File: src/sv/hsl_pkg.sv
`timescale 1ns / 1ps
`default_nettype none
// Package for the HSL to RGB converter.
// Holds the item type passed from front to back, the hue-circle constants and queue sizing.
package hsl_pkg;

    localparam logic [15:0] HSL_ONE     = 16'd32768;
    localparam logic [15:0] HSL_HALF    = 16'd16384;

    localparam logic [16:0] TURN_UNITS  = 17'd98304;
    localparam logic [16:0] THIRD_UNITS = 17'd32768;
    localparam logic [16:0] SIXTH_UNITS = 17'd16384;
    localparam logic [16:0] HALFT_UNITS = 17'd49152;
    localparam logic [16:0] TWO3_UNITS  = 17'd65536;

    localparam logic [14:0] UNIT_FULL   = 15'd16384;
    localparam logic [8:0]  CHAN_MAX    = 9'd255;

    localparam int NUM_CHAN   = 3;
    localparam int CH_RED     = 0;
    localparam int CH_GREEN   = 1;
    localparam int CH_BLUE    = 2;

    localparam int FIFO_DEPTH = 4;
    localparam int FIFO_AW    = $clog2(FIFO_DEPTH);

    typedef struct packed {
        logic                        grey;
        logic [15:0]                 sat;
        logic [15:0]                 light;
        logic [NUM_CHAN-1:0][14:0]   unit;
    } t_item;

endpackage
`default_nettype wire

File: src/sv/hsl_fifo.sv
`timescale 1ns / 1ps
`default_nettype none
// Short queue between the front and back parts.
// Register-based, FIFO_DEPTH words of t_item from hsl_pkg.
module hsl_fifo
    import hsl_pkg::*;
(
    input  wire logic  i_clk,
    input  wire logic  i_rst_n,
    input  wire logic  i_push,
    input  wire t_item i_data,
    output logic       o_full,
    input  wire logic  i_pop,
    output t_item      o_data,
    output logic       o_empty
);

    t_item              r_mem [FIFO_DEPTH];
    logic [FIFO_AW-1:0] r_wr_ptr;
    logic [FIFO_AW-1:0] r_rd_ptr;
    logic [FIFO_AW:0]   r_count;
    logic               w_push;
    logic               w_pop;

    assign o_full  = (r_count == (FIFO_AW+1)'(FIFO_DEPTH));
    assign o_empty = (r_count == '0);
    assign w_push  = i_push && !o_full;
    assign w_pop   = i_pop && !o_empty;
    assign o_data  = r_mem[r_rd_ptr];

    always_ff @(posedge i_clk) begin
        if (!i_rst_n) begin
            r_wr_ptr <= '0;
            r_rd_ptr <= '0;
            r_count  <= '0;
        end else begin
            if (w_push) begin
                r_wr_ptr <= (r_wr_ptr == FIFO_AW'(FIFO_DEPTH - 1)) ? '0 : r_wr_ptr + 1'b1;
            end
            if (w_pop) begin
                r_rd_ptr <= (r_rd_ptr == FIFO_AW'(FIFO_DEPTH - 1)) ? '0 : r_rd_ptr + 1'b1;
            end
            if (w_push && !w_pop) begin
                r_count <= r_count + 1'b1;
            end else if (w_pop && !w_push) begin
                r_count <= r_count - 1'b1;
            end
        end
    end

    always_ff @(posedge i_clk) begin
        if (w_push) begin
            r_mem[r_wr_ptr] <= i_data;
        end
    end

    a_count_bound: assert property (@(posedge i_clk) disable iff (!i_rst_n)
        r_count <= (FIFO_AW+1)'(FIFO_DEPTH))
        else $error("queue count beyond depth");

    a_count_up: assert property (@(posedge i_clk) disable iff (!i_rst_n)
        (w_push && !w_pop) |=> (r_count == $past(r_count) + 1'b1))
        else $error("queue count missed a push");

endmodule
`default_nettype wire

File: config.mk
export PLATFORM = sky130hd
export DESIGN_NAME = hsl_fifo
export DESIGN_NICKNAME = d
export VERILOG_FILES = /design/src/sv/hsl_pkg.sv /design/src/sv/hsl_fifo.sv
export SDC_FILE = /design/constraint.sdc
export NUM_CORES = 1
export LEC_CHECK = 0
export ABC_AREA = 1
export CAP_MARGIN = 15
export CORE_ASPECT_RATIO = 0.5
export CORE_MARGIN = 2
export CORE_UTILIZATION = 40
export CTS_CLUSTER_DIAMETER = 150
export DETAILED_ROUTE_END_ITERATION = 10
export DONT_BUFFER_PORTS = 1
export PLACE_DENSITY_LB_ADDON = 0.12
export SKIP_LAST_GASP = 1
export SYNTH_ARGS = -nofsm -noshare
export SYNTH_HDL_FRONTEND = slang
export SYNTH_SLANG_ARGS = --single-unit
File: constraint.sdc
create_clock -name i_clk -period 13.4 [get_ports i_clk]
set_input_delay 0.67 -clock i_clk [delete_from_list [all_inputs] [get_ports i_clk]]
set_output_delay 0.67 -clock i_clk [all_outputs]
set_load 0.03 [all_outputs]
Word-level counts from Yosys, hierarchy flattened
Memories as Yosys holds them, arrays and structs flattened. A register that Yosys moved wholly into a read port is not among the register bits.
Cells that the tools add are included.
Storage, ports and cells
  output and inout port bits: 80
  memories kept: 1
  RAM bits: 312
  input bits: 82
  register bits: 7
Operators by class
  add/subtract/negate cells: 4
  equality and inequality tests: 3
  reductions and logical operators: 10
  multiplexer cells: 8
Memory list
  r_mem: words 4, width 78, rd ports 1, clocked after memory_dff 1, write ports 1, RTL line hsl_fifo.sv:18  | t_item r_mem [FIFO_DEPTH];
Operators by type and width (number)
  $mux 2: 4
  $mux 3: 2
  $add 2x1->2 const B: 2
  $eq 2x2->1 const B: 2
  $logic_and 1x1->1: 4
  $logic_not 1->1: 4
  $add 3x1->3 const B: 1
  $eq 3x3->1 const B: 1
  $logic_not 3->1: 1
  $sub 3x1->3 const B: 1
  $mux 1: 2
  $reduce_bool 2->1: 1

Longest topological paths before layout
  depth after elaboration: 7
  gate-level depth with buffers: 13
  depth with buffers taken out: 13

Worst setup path before layout
OpenSTA, ideal clock, no wires.
  kind: in2reg
  start: input port i_push
  end: memory r_mem[0][0] (netlist name), enable pin
  cell stages on the path: 2
  arrival: 4037 ps
  slack: 8848 ps
  data required time: 12885 ps
  setup time: 515 ps
  cell sequence: nand2_1 nor2_1
On the way
  longest elaborated chain between the ends: 3
RTL lines
  start: declaration: RTL line hsl_fifo.sv:10  | input wire logic i_push,
  $logic_and 1x1->1: RTL line hsl_fifo.sv:27  | assign w_push = i_push && !o_full;
  $mux 1: RTL line hsl_fifo.sv:52  | if (w_push) begin
  $mux 1 (not written as such): RTL line hsl_fifo.sv:53  | r_mem[r_wr_ptr] <= i_data;
  end: declaration: RTL line hsl_fifo.sv:18
Every way passes these cells.

==> reports/qor.csv <==
metric,value,unit
maxCapViolations,0,
path_clk_slew,0.07,ns
postSynthAreaPerCell,14.6,um2
cellLeakagePower,4.33,nW
antenna_left,0,
irDropWorstVdd,0.0986,mV
final.min_clock_period,4.35,ns
worst-path-max-fanout,94,
setup_viol,0,
die-area,31700,um2
postSynthNetCount,915,
postLayoutCellArea,13400,um2
yosys-top-cells-area,"edfxtp_1 78%, nor2_1 5.3%, o22ai_1 4.0%",
final-seq-area,9550,um2
place.detailed.hpwl,14.5,mm
grt_start_max_net_pins,95,
netlist-cell-type-count,20,
r2r_cells,5,
final_common_cell,edfxtp_1,
io-pin-count,162,
path_class,reg -> out,
yosysWarnings,0,
rsz0062_at_grt,false,
max_slew_margin,28.4,%
critPathCaptureType,output port,
overflow,0,
dr_total_vias,6639,
max_stage_delay,0.89,ns
timing.final.ws_setup,9.05,ns
place_congestion,0.722,
antenna_cells_inserted,0,
wire_length_of_the_first_global_routing_pass,40.2,mm
slowest_stage,buf_4,
clkLatencyLatePin,0.55,ns
timing.clock.skew,0.0137,ns
timing.setup.tns,0,ns
holdCritPathClass,in -> reg,
clk_path_buf_depth,3,
total_power,2.98,mW
tightest_slew,1.07,ns
hold_path_depth,0,
yosys.area.top_type_share,77.6,%
grt_usage,16.7,%
core_region_area,29300,um2
cts_setup_buffers,0,
initial_core_util,41.1,%
row_count,44,
cts.sink_count,321,
ys_seq_area_share,79.1,%
detail_route.wirelength,26.7,mm
detailedRoute.firstPassIterationCount,6,
setup.reg_to_reg.worst_slack,10.44,ns
drt_drc_violations_left,0,
timing.hold.worst_endpoint,r_mem[0][3],
die_height,127,um
r2r-end,r_mem[2][48],
achievable-frequency,230,MHz
worst-endpoint-arrival,3.68,ns
ys_seq_elements,321,
layout_nets,906,
cts-resized-gates,0,
critPathLaunchType,flip-flop,
drt_first_iter_violations,447,
critical_path.top_delay_family,buffers and inverters,
nFillCells,2552,
run_status,"finished, final reports clean",
ctsHoldBuffers,0,
post_drt_via_cell_ratio,5.40,
tritoncts,yes,
critical_path_required,12.73,ns
most_used_cells_in_the_layout_excluding_fill_and_tap_cells,"312 x edfxtp_1, 167 x nor2_1, 93 x o21ai_0, 78 x o22ai_1, 65 x o21ai_1",
maxSlewViolCount,0,
finalCritPeriodShare,32.5,%
antenna_violations_before_repair,0,
placement.cell_area,12300,um2
h-tree-depth,1,
route.detailed.wl_per_inst,21.7,um
timing.final.hold_violations,0,
min-delay-start,i_data[3],
drive_gt1_share,7.27,%
dp_cells,1176,
preCtsSetupSlack,9.67,ns
grt_pass1_vias,6560,
ordered_cell_list_for_the_critical_path,inv_4 -> buf_4 -> o21ai_1 -> o22ai_1,
die_w,250,um
netlist_instances,826,
root_buffer,clkbuf_16,
worst_r2r_startpoint,r_count[1],
number_of_buffers_created_by_cts,29,
synth_top_cell_by_area,edfxtp_1,
areaGrowthSynthToFinish,11.2,%
finish.cell_count_without_fillers,1230,
portBuffers,0,
power_density,222,nW/um2
mappedNetlistArea,12100,um2
multi_input_comb_area,2140,um2
timing.critical_path.buf_inv,2,
## sequential cells by signal, indices dropped and copies added, names as in the netlist, named ones only
| register | count |
|---|---|
| r_wr_ptr | 2 |
| r_mem | 312 |
| r_count | 3 |
| r_rd_ptr | 2 |
## per-layer routing
| layer | vias up | part of all wire [%] | GRT usage, % |
|---|---|---|---|
| met4 | 0 | 1.4 | 3.33 |
| met1 | 3430 | 44 | 21.3 |
| li1 | 3082 | - | - |
| met2 | 88 | 50 | 28.5 |
| met3 | 39 | 5.4 | 4.88 |
| met5 | - | 0 | 0 |
## synthesized netlist by cell type
| library cell | count |
|---|---|
| o21ai_1 | 65 |
| edfxtp_1 | 312 |
| nand2_1 | 15 |
| o22ai_1 | 78 |
| dfxtp_1 | 9 |
| fa_1 | 1 |
| buf_2 | 5 |
| a21oi_1 | 3 |
| ha_1 | 6 |
| nor2_1 | 171 |
| inv_1 | 17 |
| buf_4 | 10 |
| nand4_1 | 1 |
| nand3_1 | 2 |
| nand3b_1 | 1 |
| clkbuf_1 | 17 |
| clkbuf_2 | 5 |
| inv_2 | 2 |
| o21ai_0 | 93 |
| buf_6 | 13 |
## layout make-up
cell class | count | area share (%)
Sequential cell | 321 | 71.2
Timing Repair Buffer | 10 | 0.858
Multi-Input combinational cell | 436 | 16.0
Clock inverter | 19 | 2.19
Inverter | 19 | 0.560
Clock buffer | 34 | 5.55
Tap cell | 391 | 3.65
## logic make-up after synthesis
| logic type | synth area share, % |
|---|---|
| AO/OA/AOI/OAI | 10.7 |
| AND/OR/NAND/NOR | 5.98 |
| buffers and inverters | 3.37 |
| flip-flops | 79.1 |
| adder cells (fa/ha/maj) | 0.788 |
## worst max-delay path by stage
stage,endpoint,depth (start not counted)
after floorplan,r_mem[0][0],2
after global placement,o_data[11],4
after detailed placement,o_data[68],4
after CTS,o_data[68],4
after global routing,o_data[11],4
final,o_data[11],4
## where the power goes
group	leakage (nW)	switching (mW)	internal [mW]
registers	2.93	0.0482	1.22
clock network	0.500	0.359	0.550
logic	0.901	0.658	0.142
total	4.33	1.07	1.92
## per-stage QoR
stage	hold slack [ns]	utilization [%]
floorplan	0.480	-
global placement	0.492	42.0
detailed placement	0.504	42.1
CTS	0.181	45.6
global route	0.178	45.7
finish	0.207	45.7
Note: power is estimated with default switching activity, not from simulation.
