File: config.mk
export PLATFORM = sky130hd
export DESIGN_NAME = hsl_front
export DESIGN_NICKNAME = d
export VERILOG_FILES = /design/src/sv/hsl_pkg.sv /design/src/sv/hsl_front.sv
export SDC_FILE = /design/constraint.sdc
export NUM_CORES = 1
export LEC_CHECK = 0
export CAP_MARGIN = 25
export CORE_MARGIN = 4
export CORE_UTILIZATION = 65
export CTS_CLUSTER_SIZE = 28
export DETAILED_ROUTE_END_ITERATION = 10
export DONT_BUFFER_PORTS = 1
export HOLD_SLACK_MARGIN = 0.05
export PLACE_DENSITY = 0.81
export SYNTH_ARGS = -nofsm -noshare
export SYNTH_HDL_FRONTEND = slang
export SYNTH_SLANG_ARGS = --single-unit
File: constraint.sdc
create_clock -name i_clk -period 11.8 [get_ports i_clk]
set_input_delay 1.77 -clock i_clk [delete_from_list [all_inputs] [get_ports i_clk]]
set_output_delay 1.77 -clock i_clk [all_outputs]
set_load 0.005 [all_outputs]
File: src/sv/hsl_pkg.sv
`timescale 1ns / 1ps
`default_nettype none
// Package for the HSL to RGB converter.
// Holds the item type passed from front to back, the hue-circle constants and queue sizing.
package hsl_pkg;

    localparam logic [15:0] HSL_ONE     = 16'd32768;
    localparam logic [15:0] HSL_HALF    = 16'd16384;

    localparam logic [16:0] TURN_UNITS  = 17'd98304;
    localparam logic [16:0] THIRD_UNITS = 17'd32768;
    localparam logic [16:0] SIXTH_UNITS = 17'd16384;
    localparam logic [16:0] HALFT_UNITS = 17'd49152;
    localparam logic [16:0] TWO3_UNITS  = 17'd65536;

    localparam logic [14:0] UNIT_FULL   = 15'd16384;
    localparam logic [8:0]  CHAN_MAX    = 9'd255;

    localparam int NUM_CHAN   = 3;
    localparam int CH_RED     = 0;
    localparam int CH_GREEN   = 1;
    localparam int CH_BLUE    = 2;

    localparam int FIFO_DEPTH = 4;
    localparam int FIFO_AW    = $clog2(FIFO_DEPTH);

    typedef struct packed {
        logic                        grey;
        logic [15:0]                 sat;
        logic [15:0]                 light;
        logic [NUM_CHAN-1:0][14:0]   unit;
    } t_item;

endpackage
`default_nettype wire

File: src/sv/hsl_front.sv
`timescale 1ns / 1ps
`default_nettype none
// Front part: accepts HSL words, clamps saturation and lightness, places the three
// channels on the hue circle and reduces each to a ramp weight. Uses hsl_pkg.
module hsl_front
    import hsl_pkg::*;
(
    input  wire logic        i_clk,
    input  wire logic        i_rst_n,
    input  wire logic        i_in_valid,
    output logic             o_in_ready,
    input  wire logic [14:0] i_hue,
    input  wire logic [15:0] i_saturation,
    input  wire logic [15:0] i_lightness,
    output logic             o_push,
    output t_item            o_item,
    input  wire logic        i_full
);

    function automatic logic [14:0] ramp_unit(input logic [16:0] pos);
        logic [16:0] fall;
        fall = TWO3_UNITS - pos;
        if (pos < SIXTH_UNITS) begin
            return pos[14:0];
        end else if (pos < HALFT_UNITS) begin
            return UNIT_FULL;
        end else if (pos < TWO3_UNITS) begin
            return fall[14:0];
        end else begin
            return 15'd0;
        end
    endfunction

    logic [15:0] w_sat;
    logic [15:0] w_light;
    logic [16:0] w_g3;
    logic [17:0] w_rsum;
    logic [17:0] w_bsum;
    logic [16:0] n_pos [NUM_CHAN];

    logic        r_f_vld;
    logic [15:0] r_f_sat;
    logic [15:0] r_f_light;
    logic [16:0] r_f_pos [NUM_CHAN];

    assign w_sat   = (i_saturation > HSL_ONE) ? HSL_ONE : i_saturation;
    assign w_light = (i_lightness  > HSL_ONE) ? HSL_ONE : i_lightness;
    assign w_g3    = {1'b0, i_hue, 1'b0} + {2'b00, i_hue};
    assign w_rsum  = {1'b0, w_g3} + {1'b0, THIRD_UNITS};
    assign w_bsum  = {1'b0, w_g3} + {1'b0, TWO3_UNITS};

    always_comb begin
        n_pos[CH_GREEN] = w_g3;
        n_pos[CH_RED]   = (w_rsum >= {1'b0, TURN_UNITS}) ?
                          17'(w_rsum - {1'b0, TURN_UNITS}) : w_rsum[16:0];
        n_pos[CH_BLUE]  = (w_bsum >= {1'b0, TURN_UNITS}) ?
                          17'(w_bsum - {1'b0, TURN_UNITS}) : w_bsum[16:0];
    end

    assign o_in_ready = !r_f_vld || !i_full;
    assign o_push     = r_f_vld && !i_full;

    always_ff @(posedge i_clk) begin
        if (!i_rst_n) begin
            r_f_vld <= 1'b0;
        end else if (o_in_ready) begin
            r_f_vld <= i_in_valid;
        end
    end

    always_ff @(posedge i_clk) begin
        if (o_in_ready && i_in_valid) begin
            r_f_sat   <= w_sat;
            r_f_light <= w_light;
            r_f_pos   <= n_pos;
        end
    end

    always_comb begin
        o_item.grey  = (r_f_sat == 16'd0);
        o_item.sat   = r_f_sat;
        o_item.light = r_f_light;
        for (int c = 0; c < NUM_CHAN; c++) begin
            o_item.unit[c] = ramp_unit(r_f_pos[c]);
        end
    end

    a_hold_when_blocked: assert property (@(posedge i_clk) disable iff (!i_rst_n)
        (r_f_vld && i_full) |=> r_f_vld)
        else $error("front word dropped while queue full");

endmodule
`default_nettype wire

# ---- Word level (Yosys, flattened, before mapping)
# Cells that the tools add are included.
dict set report word_totals {
  regBits 84
  in_bits 51
  wordCells 44
}
dict set report classes {
  add_sub_neg 8
  magnitude_cmp 13
  muxes 11
  n_reduce_logical 6
}
# operator count
set op_table {}
lappend op_table {{$mux W15} 9}
lappend op_table {{$lt A17 B15 Y1 const B} 3}
lappend op_table {{$lt A17 B16 Y1 const B} 3}
lappend op_table {{$lt A17 B17 Y1 const B} 3}
lappend op_table {{$sub A1 B15 Y15 const A} 3}
lappend op_table {{$ge A18 B17 Y1 const B} 2}
lappend op_table {{$mux W17} 2}
lappend op_table {{$sub A17 B17 Y17 const B} 2}
lappend op_table {{$gt A16 B16 Y1 const B} 2}
lappend op_table {{$add A17 B16 Y18 const B} 1}
lappend op_table {{$add A17 B17 Y18 const B} 1}
lappend op_table {{$add A16 B15 Y17} 1}
lappend op_table {{$logic_not A16 Y1} 1}
lappend op_table {{$logic_and A1 B1 Y1} 2}
lappend op_table {{$logic_not A1 Y1} 2}
lappend op_table {{$logic_or A1 B1 Y1} 1}

# ---- Depth between registers and ports, before layout
dict set report logic_depth {
  depth_word 4
  mapped_depth 14
  depth_no_buf 14
}

# ---- Worst setup path after synthesis
# Ideal clock, no wire load.
dict set report synth_timing {
  kind {in2reg}
  start {input i_hue[0]}
  end {register r_f_pos[49] in the netlist's numbering (data pin)}
  setup_time_ns 0.257
  t_arrival_ns 4.651
  slack_ns 6.892
  cell_stages 13
  cell_sequence {ha_1 fa_1 a21oi_1 nor2_1 o31a_1 o2111ai_1 a21oi_1 or3_1 nand2_1 inv_1 ha_1 or4b_1 a32o_1}
}
# item line_no
set synth_rtl {}
lappend synth_rtl {{start, declared} hsl_front.sv:12} ;# input wire logic [14:0] i_hue,
lappend synth_rtl {{end signal, assigned} hsl_front.sv:75} ;# r_f_pos <= n_pos;
lappend synth_rtl {{end, declared} hsl_front.sv:44} ;# logic [16:0] r_f_pos [NUM_CHAN];

==> summary.txt <==
Clk sinks: 54
Chip Width: 84.76 um
Post-CTS Setup Repair Bufs: 0
Layout cells sized above 1: 0.06186
Power Density: 119.3 mW/mm^2
Final setup skew: 0.01293 ns
Startpoint Class: primary input
Hold Crit Class: reg2reg
CP Max Fanout: 4
Clk_lat worst skew: 0.31 ns
Routability cong.: 0.9476
Synthesized Nets: 473
CP Capture Type: flip-flop
Worst path bufs/invs: 1
TritonCTS Buffers: 5
Synth Flop Type: edfxtp_1
Detail Route Antenna Nets: 0
Gates resized, CTS repair: 0
CP cell instances: ha_1 > fa_1 > a21oi_1 > nor2_1 > o31a_1 > o2111ai_1 > a21oi_1 > or3_1 > nand2_1 > inv_1 > ha_1 > or4b_1 > a32o_1
Minimum clock period: 4.877 ns
Cts hold-fix bufs: 0
Synthesized area: 0.003830 sq mm
Leading post-synthesis cells by cell area: edfxtp_1 42%, ha_1 6.9%, nor2b_1 5.6%
Rows: 27
Simple-Gate Fraction of Synth Area: 0.2186
CP max-delay cell: or4b_1
Slew Limit Fails: 0
Tightest Pin Transition: 0.6829 ns
Boundary Pins: 131
Pre-antenna DRT Iters: 4
Global Route Usage Sum: 0.2449
Via Count: 3,125
Synth Area in Compound Gates: 0.2169
CTS H-tree depth: 2
Final Cycle Share: 0.4133
Core Region: 0.005608 sq mm
Count of input and output buffers: 0
Placed Area: 0.003865 sq mm
Full die area: 0.007184 sq mm
Synth Area in XOR/XNOR: 0.02973
Sequential area share after synthesis: 0.4208
Area grow syn2layout: 3.398%
Outcome: finished clean
Vias in the first global route: 2,929
Antenna violations before repair: 0
Final setup vio count: 0
Leak: 1.389 nW
Largest family of logic cells by synthesized area: simple AND/OR/NAND/NOR gates
Number of diodes: 0
Average size of a mapped cell: 9.575 sq um
CP startpoint: i_hue[0]
Number of flops mapped to enable cells by yosys: 53
Final number of hold-violating endpoints: 0
Number of DRC markers in iteration 0: 210
Post-DP HPWL: 6.906 mm
Clk buf depth: 2
Largest net degree at the start of global routing: 43
Initial Utilization: 0.6830
Final nets: 460
Commonest cells after routing, fill and taps aside: 53 x edfxtp_1, 43 x nor2_1, 34 x nor2b_1, 26 x o21ai_0, 24 x o31ai_1
Yosys top cell area share: 0.4156
Worst EP arrival: 4.94 ns
Global route overflow: 0
Residual DRC: 0
Reg2reg start: r_f_vld
Yosys top cell by area: edfxtp_1
Most common cell after layout, fill and taps aside: edfxtp_1
Critical Path Max Stage Delay: 0.53 ns
Worst relative slew slack: 0.5431
R2R setup slack: 10.41 ns
Wirelength per Cell: 19.16 um
Design area: 0.003960 sq mm
Unrepaired setup endpoints after global routing: false
Ys Warns: 0
Cell family with most CP delay: simple AND/OR/NAND/NOR gates
Post-synthesis adder-cell area fraction: 0.07383
Max-Cap Viols: 0
Ys async rst share: 0
TritonCTS clock tree: done
Hold path startpoint: r_f_vld
WP data required: 11.86 ns
Register bit count reported by yosys: 54
Setup TNS: 0 ns
Yosys cell types: 51
Synth Instances: 400
Peak supply drop: 86.89 uV
Vias per cell: 6.793
Die H: 84.76 um
DRT Wirelength: 8.814 mm
Crit path kind: in2reg
Global-route wire length before repair: 14.33 mm
CTS root buffer: clkbuf_8
CTS clk-pin slew, worst paths: 0.10 ns
Mux contribution to synthesized area: 0.002614
Fmax: 0.2051 GHz
[final timing paths]
kind	cells past startpoint	to
setup / recovery	13	r_f_pos[49]
hold reg to reg	2	r_f_vld
setup reg to reg	3	r_f_pos[34]
hold / removal	2	r_f_vld
[layout make-up]
class                      instances  area (sq um)
sequential                        54          1612
multi-input combinational        310          2076
fill                             450          1648
timing repair buffer               4         42.54
inverter                          12         45.04
clock buffer                       5         68.82
clock inverter                     3         26.28
tap                               72         90.09
[registers in the layout, summed over array words and instances (netlist names)]
register / cells
r_f_sat: 16
r_f_light: 16
r_f_vld: 1
r_f_pos: 21
[layer usage]
layer	global-route usage	up-vias	part of all wire
met5	0	-	0
met4	0.06475	0	0.014
met3	0.06281	16	0.11
met2	0.4107	170	0.49
met1	0.3158	1455	0.39
li1	-	1484	-
[per-stage QoR]
stage	worst slack [ns]	util	power [mW]	std cells	hold slack, ns
5_1_grt	6.791	0.7062	0.5011	460	0.5818
6_report	6.923	0.7062	0.4723	460	0.5539
3_5_place_dp	6.666	0.6892	0.3693	452	0.5477
3_3_place_gp	6.738	0.6856	0.3642	451	0.4994
2_1_floorplan	6.892	-	0.3423	400	0.4865
4_1_cts	6.991	0.7062	0.4750	460	0.5627
[Yosys cell counts, types with 12 or more instances]
master    number
or3_1         14
ha_1          21
nor4_1        13
a22o_1        15
clkbuf_1      22
o21ai_0       26
nor2b_1       34
a21oi_1       15
nor3_1        15
nor2_1        43
nand2_1       12
inv_1         12
o31ai_1       24
edfxtp_1      53
[tightest hold or removal path: stages, from the launching register on]
cell and delay, ns:
dfxtp_1 0.34, a21oi_1 0.12, nor2b_1 0.06
[power by group]
group | switching (mW) | internal (mW)
clock | 0.0619 | 0.0441
combinational | 0.0694 | 0.0452
sequential | 0.0190 | 0.233
[kinds of logic after synthesis]
logic type	Yosys count
compound gates	118
xor+xnor	13
fa+ha+maj	22
buf+inv	36
flops	54
mux	1
simple gates	156
(Power assumes the default switching activity.)
