$ cat src/sv/hsl_pkg.sv
`timescale 1ns / 1ps
`default_nettype none
// Package for the HSL to RGB converter.
// Holds the item type passed from front to back, the hue-circle constants and queue sizing.
package hsl_pkg;

    localparam logic [15:0] HSL_ONE     = 16'd32768;
    localparam logic [15:0] HSL_HALF    = 16'd16384;

    localparam logic [16:0] TURN_UNITS  = 17'd98304;
    localparam logic [16:0] THIRD_UNITS = 17'd32768;
    localparam logic [16:0] SIXTH_UNITS = 17'd16384;
    localparam logic [16:0] HALFT_UNITS = 17'd49152;
    localparam logic [16:0] TWO3_UNITS  = 17'd65536;

    localparam logic [14:0] UNIT_FULL   = 15'd16384;
    localparam logic [8:0]  CHAN_MAX    = 9'd255;

    localparam int NUM_CHAN   = 3;
    localparam int CH_RED     = 0;
    localparam int CH_GREEN   = 1;
    localparam int CH_BLUE    = 2;

    localparam int FIFO_DEPTH = 4;
    localparam int FIFO_AW    = $clog2(FIFO_DEPTH);

    typedef struct packed {
        logic                        grey;
        logic [15:0]                 sat;
        logic [15:0]                 light;
        logic [NUM_CHAN-1:0][14:0]   unit;
    } t_item;

endpackage
`default_nettype wire

$ cat src/sv/hsl_back.sv
`timescale 1ns / 1ps
`default_nettype none
// Back part: forms q and p, evaluates the hue ramp per channel, scales to 8 bits.
// Five pipeline stages and an output register; uses hsl_pkg.
module hsl_back
    import hsl_pkg::*;
(
    input  wire logic        i_clk,
    input  wire logic        i_rst_n,
    input  wire t_item       i_item,
    input  wire logic        i_empty,
    output logic             o_pop,
    output logic             o_out_valid,
    input  wire logic        i_out_ready,
    output logic [7:0]       o_red,
    output logic [7:0]       o_green,
    output logic [7:0]       o_blue
);

    logic        w_en;

    logic        r_b1_vld;
    t_item       r_b1_item;
    logic [30:0] r_b1_ls;
    logic [31:0] n_b1_ls;

    logic        r_b2_vld;
    t_item       r_b2_item;
    logic [30:0] r_b2_q;
    logic [7:0]  r_b2_gval;
    logic [31:0] n_b2_q;
    logic [23:0] w_gprod;
    logic [8:0]  w_gtop;

    logic        r_b3_vld;
    t_item       r_b3_item;
    logic [30:0] r_b3_p;
    logic [30:0] r_b3_d;
    logic [7:0]  r_b3_gval;
    logic [31:0] n_b3_p;
    logic [31:0] n_b3_d;

    logic        r_b4_vld;
    logic        r_b4_grey;
    logic [7:0]  r_b4_gval;
    logic [44:0] r_b4_base;
    logic [44:0] r_b4_m [NUM_CHAN];
    logic [45:0] n_b4_m [NUM_CHAN];

    logic        r_b5_vld;
    logic        r_b5_grey;
    logic [7:0]  r_b5_gval;
    logic [44:0] r_b5_v [NUM_CHAN];

    logic        r_o_vld;
    logic        r_o_grey;
    logic [7:0]  r_o_chan [NUM_CHAN];
    logic [7:0]  n_o_chan [NUM_CHAN];
    logic [52:0] w_scaled [NUM_CHAN];

    assign w_en  = !r_o_vld || i_out_ready;
    assign o_pop = w_en;

    assign n_b1_ls = i_item.light * i_item.sat;

    assign n_b2_q  = (r_b1_item.light < HSL_HALF) ?
                     ({1'b0, r_b1_item.light, 15'd0} + {1'b0, r_b1_ls}) :
                     ({(17'({1'b0, r_b1_item.light}) + 17'({1'b0, r_b1_item.sat})), 15'd0}
                      - {1'b0, r_b1_ls});
    assign w_gprod = {r_b1_item.light, 8'd0} - {8'd0, r_b1_item.light};
    assign w_gtop  = w_gprod[23:15];

    assign n_b3_p  = {r_b2_item.light, 16'd0} - {1'b0, r_b2_q};
    assign n_b3_d  = {r_b2_q, 1'b0} - {r_b2_item.light, 16'd0};

    always_comb begin
        for (int c = 0; c < NUM_CHAN; c++) begin
            n_b4_m[c]   = r_b3_d * r_b3_item.unit[c];
            w_scaled[c] = {r_b5_v[c], 8'd0} - {8'd0, r_b5_v[c]};
            n_o_chan[c] = r_b5_grey ? r_b5_gval :
                          ((w_scaled[c][52:44] > CHAN_MAX) ? CHAN_MAX[7:0]
                                                           : w_scaled[c][51:44]);
        end
    end

    always_ff @(posedge i_clk) begin
        if (!i_rst_n) begin
            r_b1_vld <= 1'b0;
            r_b2_vld <= 1'b0;
            r_b3_vld <= 1'b0;
            r_b4_vld <= 1'b0;
            r_b5_vld <= 1'b0;
            r_o_vld  <= 1'b0;
        end else if (w_en) begin
            r_b1_vld <= !i_empty;
            r_b2_vld <= r_b1_vld;
            r_b3_vld <= r_b2_vld;
            r_b4_vld <= r_b3_vld;
            r_b5_vld <= r_b4_vld;
            r_o_vld  <= r_b5_vld;
        end
    end

    always_ff @(posedge i_clk) begin
        if (w_en) begin
            r_b1_item <= i_item;
            r_b1_ls   <= n_b1_ls[30:0];

            r_b2_item <= r_b1_item;
            r_b2_q    <= n_b2_q[30:0];
            r_b2_gval <= (w_gtop > CHAN_MAX) ? CHAN_MAX[7:0] : w_gtop[7:0];

            r_b3_item <= r_b2_item;
            r_b3_p    <= n_b3_p[30:0];
            r_b3_d    <= n_b3_d[30:0];
            r_b3_gval <= r_b2_gval;

            r_b4_grey <= r_b3_item.grey;
            r_b4_gval <= r_b3_gval;
            r_b4_base <= {r_b3_p, 14'd0};
            for (int c = 0; c < NUM_CHAN; c++) begin
                r_b4_m[c] <= n_b4_m[c][44:0];
            end

            r_b5_grey <= r_b4_grey;
            r_b5_gval <= r_b4_gval;
            for (int c = 0; c < NUM_CHAN; c++) begin
                r_b5_v[c] <= r_b4_base + r_b4_m[c];
            end

            r_o_grey <= r_b5_grey;
            r_o_chan <= n_o_chan;
        end
    end

    assign o_out_valid = r_o_vld;
    assign o_red       = r_o_chan[CH_RED];
    assign o_green     = r_o_chan[CH_GREEN];
    assign o_blue      = r_o_chan[CH_BLUE];

    a_grey_equal: assert property (@(posedge i_clk) disable iff (!i_rst_n)
        (r_o_vld && r_o_grey) |-> (o_red == o_green && o_green == o_blue))
        else $error("grey word with unequal channels");

    a_stall_freeze: assert property (@(posedge i_clk) disable iff (!i_rst_n)
        !w_en |=> (r_b5_vld == $past(r_b5_vld) && r_b1_vld == $past(r_b1_vld)))
        else $error("pipeline advanced during stall");

endmodule
`default_nettype wire

$ cat config.mk
export PLATFORM = sky130hd
export DESIGN_NAME = hsl_back
export DESIGN_NICKNAME = d
export VERILOG_FILES = /design/src/sv/hsl_pkg.sv /design/src/sv/hsl_back.sv
export SDC_FILE = /design/constraint.sdc
export NUM_CORES = 2
export LEC_CHECK = 0
export ABC_CLOCK_PERIOD_IN_PS = 54300
export BUFFER_PORTS_ARGS = -buffer_cell sky130_fd_sc_hd__clkbuf_2
export CAP_MARGIN = 20
export CORE_ASPECT_RATIO = 0.9
export CORE_MARGIN = 1.5
export CORE_UTILIZATION = 65
export DETAILED_ROUTE_END_ITERATION = 8
export PLACE_DENSITY = 0.86
export SETUP_SLACK_MARGIN = 0.05
export SYNTH_ARGS = -nofsm -noshare
export SYNTH_HDL_FRONTEND = slang
export SYNTH_SLANG_ARGS = --single-unit
$ cat constraint.sdc
create_clock -name i_clk -period 54.3 [get_ports i_clk]
set_input_delay 5.43 -clock i_clk [delete_from_list [all_inputs] [get_ports i_clk]]
set_output_delay 5.43 -clock i_clk [all_outputs]
set_load 0.005 [all_outputs]
---- Word-level counts from Yosys, hierarchy flattened ----
Memories as Yosys holds them, arrays and structs flattened.
Cells that the tools add are included.
word-level totals
  register bits after elaboration ......... 404
  memory bits (writable) .................. 270
  input port bits ......................... 82
  output and inout bits ................... 26
  word-level logic and storage cells ...... 70
  memories ................................ 2
memory list
  name    depth  bits a word  rd ports  clocked after Yosys merged registers in  write ports  line            source
  r_b4_m  3      45           3         0                                        3            hsl_back.sv:47  logic [44:0] r_b4_m [NUM_CHAN];
  r_b5_v  3      45           3         0                                        3            hsl_back.sv:53  logic [44:0] r_b5_v [NUM_CHAN];
cells by class
  add/sub/neg operators ................... 12
  multiply operators ...................... 4
  $lt $le $gt $ge ......................... 5
  mux-type cells .......................... 9
  reduce and logical (&&, ||, !) cells .... 3
operator list
  kind                                                           count
  subtractor 53 x 45 -> 53 bit                                   3
  adder 45 bit                                                   3
  multiplier 31 x 15 -> 45 bit                                   3
  subtractor 31 bit                                              3
  two-way mux 8 bit                                              6
  > comparator 9 x 8 -> 1 bit (second input constant)            4
  adder 31 bit                                                   1
  multiplier 16 x 16 -> 31 bit                                   1
  two-way mux 31 bit                                             1
  subtractor 24 x 16 -> 24 bit                                   1
  adder 16 bit                                                   1
  less-than comparator 16 x 15 -> 1 bit (second input constant)  1
  logical NOT 1 bit                                              2
  two-way mux 1 bit                                              2
  logical OR 1 bit                                               1

---- Depth between registers and ports, before layout ----
An unclocked memory read counts as a cell.
  depth in word-level cells ............... 5
  gate-level depth with buffers ........... 27

---- Worst setup path before layout ----
OpenSTA, ideal clock, no wires.
  path type ............................... input to output
  from .................................... input port i_out_ready
  to ...................................... output port o_pop
  arrival time ............................ 23,602 ps
  data required time ...................... 48,870 ps
  slack ................................... 25,268 ps
  cell stages on the path ................. 2
  cell sequence ........................... nand2b_1 clkbuf_1
on the way
  cells in the longest elaborated chain, start to end .. 1
RTL lines
  what                line            source
  start: declaration  hsl_back.sv:14  input wire logic i_out_ready,
  logical OR 1 bit    hsl_back.sv:61  assign w_en = !r_o_vld || i_out_ready;
  end: declaration    hsl_back.sv:12  output logic o_pop,
Every way passes these cells.

---- Final worst setup path ----
  from .................................... input port i_item[57] in the netlist's numbering
  to ...................................... register r_b1_ls[30], data pin
on the way
  cells in the longest elaborated chain, start to end .. 1
RTL lines
  what                          line             source
  start: declaration            hsl_back.sv:10   input wire t_item i_item,
  multiplier 16 x 16 -> 31 bit  hsl_back.sv:64   assign n_b1_ls = i_item.light * i_item.sat;
  via n_b1_ls[30]               hsl_back.sv:25   logic [31:0] n_b1_ls;
  end signal: assignment        hsl_back.sv:107  r_b1_ls <= n_b1_ls[30:0];
  end: declaration              hsl_back.sv:24   logic [30:0] r_b1_ls;
The timed path passes the listed nets, and every way through them passes these cells.
A chain may end at the register's enable or synchronous reset.

==> reports/summary.txt <==
Initial antenna violation count = 9
Yosys cell types = 95
Starting Density = 0.656
Final WL = 208,000 um
Required time of the critical path = 54.74 ns
Slew HR = 0.186
Setup Buffers After CTS = 0
Final Hold Viols = 0
Post-CTS sizing = 0
Grt ovf = 0
Syn avg cell area = 9.99 sq um
Max stage delay on crit path = 0.67 ns
Most common cell after layout, fill and taps aside = inv_1
Setup tns final = 0 ns
Min cycle time layout = 11.62 ns
R2R Path End = r_b4_m[0][131]
Routed len/inst = 20.7 um
Final Skew = 0.0383 ns
Delay-heaviest family, CP = adder cells
Setup violations, final = 0
GRT Util Overall = 0.327
Most frequent cells in the layout = inv_1 (1,640), fa_1 (1,282), nand2_1 (926)
Hold depth = 0
Initial DRC Count = 5,592
Dpl hpwl = 158,000 um
Synth Area in Simple Gates = 0.143
Crit Path Class = input pin to register
Clock-pin slew on the worst setup and hold paths = 0.06 ns
Synth Instances = 8,367
Flip-flop and latch count after synthesis = 666
Worst-path maximum fanout = 17
Placer Congestion = 0.973
Fin nets = 10,300
CTS tree = built
Hold-fix buffers, CTS = 0
# rows = 124
CP startpoint kind = input pin
Synth Flop Type = edfxtp_1
FF-to-FF path depth = 22
Worst hold path class = register to register
Insertion delay to the later sink of the worst-skew pair = 0.71 ns
Critical Path Source = i_item[57]
Mapped Area = 0.0836 sq mm
Die Y-Extent = 343 um
WP depth = 23
Grt met2 use = 0.508
Synth Area in Compound Gates = 0.0808
Most frequent CP cell = fa_1
DR pass1 iterations = 9
RSZ-0062 raised after global routing = no
Place WS = 42.07 ns
Setup ws final = 42.68 ns
CTS Buf Count = 75
Max Fclk = 86.0 MHz
H-tree depth = 3
Number of global-route vias before repair = 63,000
Clock buffer depth = 3
Synth async-reset ratio = 0
I/O pin count = 108
Met1 Usage GRT = 0.442
Grt met3 use = 0.0876
Syn. warnings = 0
Largest net degree at the start of global routing = 88
DIE AREA = 0.131 sq mm
Reg-to-reg startpoint = r_b3_item[30]
DRC = 0
Critical path, cell by cell = clkbuf_2, and2_1, fa_1, inv_1, fa_1, fa_1, inv_1, fa_1, inv_1, fa_1, fa_1, inv_1, ha_1, a21o_1, a21oi_1, o21ai_0, a41oi_1, o21ai_0, a211oi_1, o31ai_1, a211oi_1, a21oi_1, xnor2_1
Clk root buf = clkbuf_16
First-pass GRT wire length = 335,000 um
Post-Synth Adder-Cell Area = 0.411
Synthesis-to-layout area growth = 5.58%
Reg-to-reg slack, setup = 45.79 ns
Final Cycle Share = 0.214
FILL cells = 9,124
Antenna Nets Post-Route = 0
Status = finished, final reports clean
Slowest stage cell, crit path = a211oi_1
Clk sinks = 666
Max_cap viols = 0
CP bufs+invs = 5
Crit end category = register
Layout cells sized above 1 = 0.0440
Die Wd = 381 um
Post-Syn Nets = 10,400
Vias = 59,700
Multiplexer area fraction after synthesis = 0.00147
Max-slew violation count = 0
Gr busiest metal = met2
PortBufs = 107
CP arrival = 12.07 ns
Largest family of logic cells by synthesized area = adder cells
CP endpoint = r_b1_ls[30]
EDFF count, synth = 660
Total core area = 0.127 sq mm
Post-synthesis sequential area ratio = 0.238
Post-synthesis xor/xnor area fraction = 0.0363
Slew @ Worst Pin = 1.22 ns
DR vias/cell = 5.94
## per-stage QoR
step	utilization	cells	cell area (sq um)	hold slack (ns)
floorplan	-	8367	83600	0.400
global placement	0.671	9902	85500	0.400
detailed placement	0.671	9902	85500	0.405
CTS	0.692	10000	88200	0.392
global route	0.693	10000	88300	0.416
finish	0.693	10000	88300	0.404
## synthesized netlist by cell type (17+ instances only)
| library cell | instances | area (sq um) |
|---|---|---|
| o21ai_0 | 139 | 696 |
| nand2_1 | 926 | 3480 |
| o21a_1 | 44 | 330 |
| xnor2_1 | 240 | 2100 |
| a21o_1 | 210 | 1580 |
| nor2_1 | 181 | 679 |
| xor2_1 | 107 | 937 |
| inv_1 | 1640 | 6160 |
| and2_1 | 857 | 5360 |
| nor2b_1 | 52 | 325 |
| a211oi_1 | 33 | 248 |
| or3_1 | 18 | 113 |
| and3_1 | 39 | 244 |
| nand2b_1 | 28 | 175 |
| o21bai_1 | 41 | 308 |
| nand3_1 | 68 | 340 |
| nand4_1 | 41 | 257 |
| o31ai_1 | 17 | 128 |
| fa_1 | 1282 | 25700 |
| nor3_1 | 61 | 305 |
| clkbuf_1 | 343 | 1290 |
| a31oi_1 | 43 | 269 |
| ha_1 | 696 | 8710 |
| edfxtp_1 | 660 | 19800 |
| a21oi_1 | 328 | 1640 |
## routing by layer
layer | up-vias | share of wire
met5 | - | 0.00039
met4 | 10 | 0.042
met3 | 579 | 0.11
met2 | 2998 | 0.45
met1 | 29900 | 0.40
li1 | 26300 | -
## flip-flops by register name (all words and copies together), names as in the netlist, 8 cells and up
| register | flops |
|---|---|
| r_b2_q | 31 |
| r_b3_gval | 8 |
| o_red | 8 |
| o_blue | 8 |
| r_b3_p | 31 |
| r_b4_base | 31 |
| r_b4_m | 132 |
| o_green | 8 |
| r_b5_gval | 8 |
| r_b1_ls | 31 |
| r_b3_d | 29 |
| r_b1_item | 78 |
| r_b2_item | 61 |
| r_b2_gval | 8 |
| r_b4_gval | 8 |
| r_b5_v | 132 |
| r_b3_item | 46 |
## cells by family (layout without fill, tap and decap cells)
logic type                 count (synthesis)  count (layout)
AOI/OAI and AO/OA                       1026            1026
xor gates and xnor gates                 347             347
adders and majority gates               1978            1978
buffers and inverters                   1984            1960
DFF                                      666             666
muxes                                     12              12
other                                      0               2
and+or+nand+nor                         2354            2354
## how the worst min path moves through the flow
stage | from | slack, ns | to
after floorplan | r_b1_item[0] | 0.40 | r_b2_item[0]
after global placement | r_b1_item[27] | 0.40 | r_b2_item[27]
after detailed placement | r_b1_item[2] | 0.40 | r_b2_item[2]
after CTS | r_b3_p[23] | 0.39 | r_b4_base[37]
after global routing | r_b4_m[0][51] | 0.42 | r_b5_v[0][51]
final | r_b3_p[23] | 0.40 | r_b4_base[37]
## layout make-up
class                           count  area, sq um  share of cell area
Multi-Input combinational cell   5717        56200               0.637
Sequential cell                   666        19900               0.226
Inverter                         1640         6160              0.0697
Tap cell                         1701         2130              0.0241
Clock buffer                       89         1970              0.0223
Timing Repair Buffer              183         1180              0.0134
Clock inverter                     48          664             0.00753
Antenna cell                        2         5.00           0.0000567
Power is left out: the tool's default activity adds up to more than one toggle a clock period on the data nets, which glitch-free logic cannot reach.
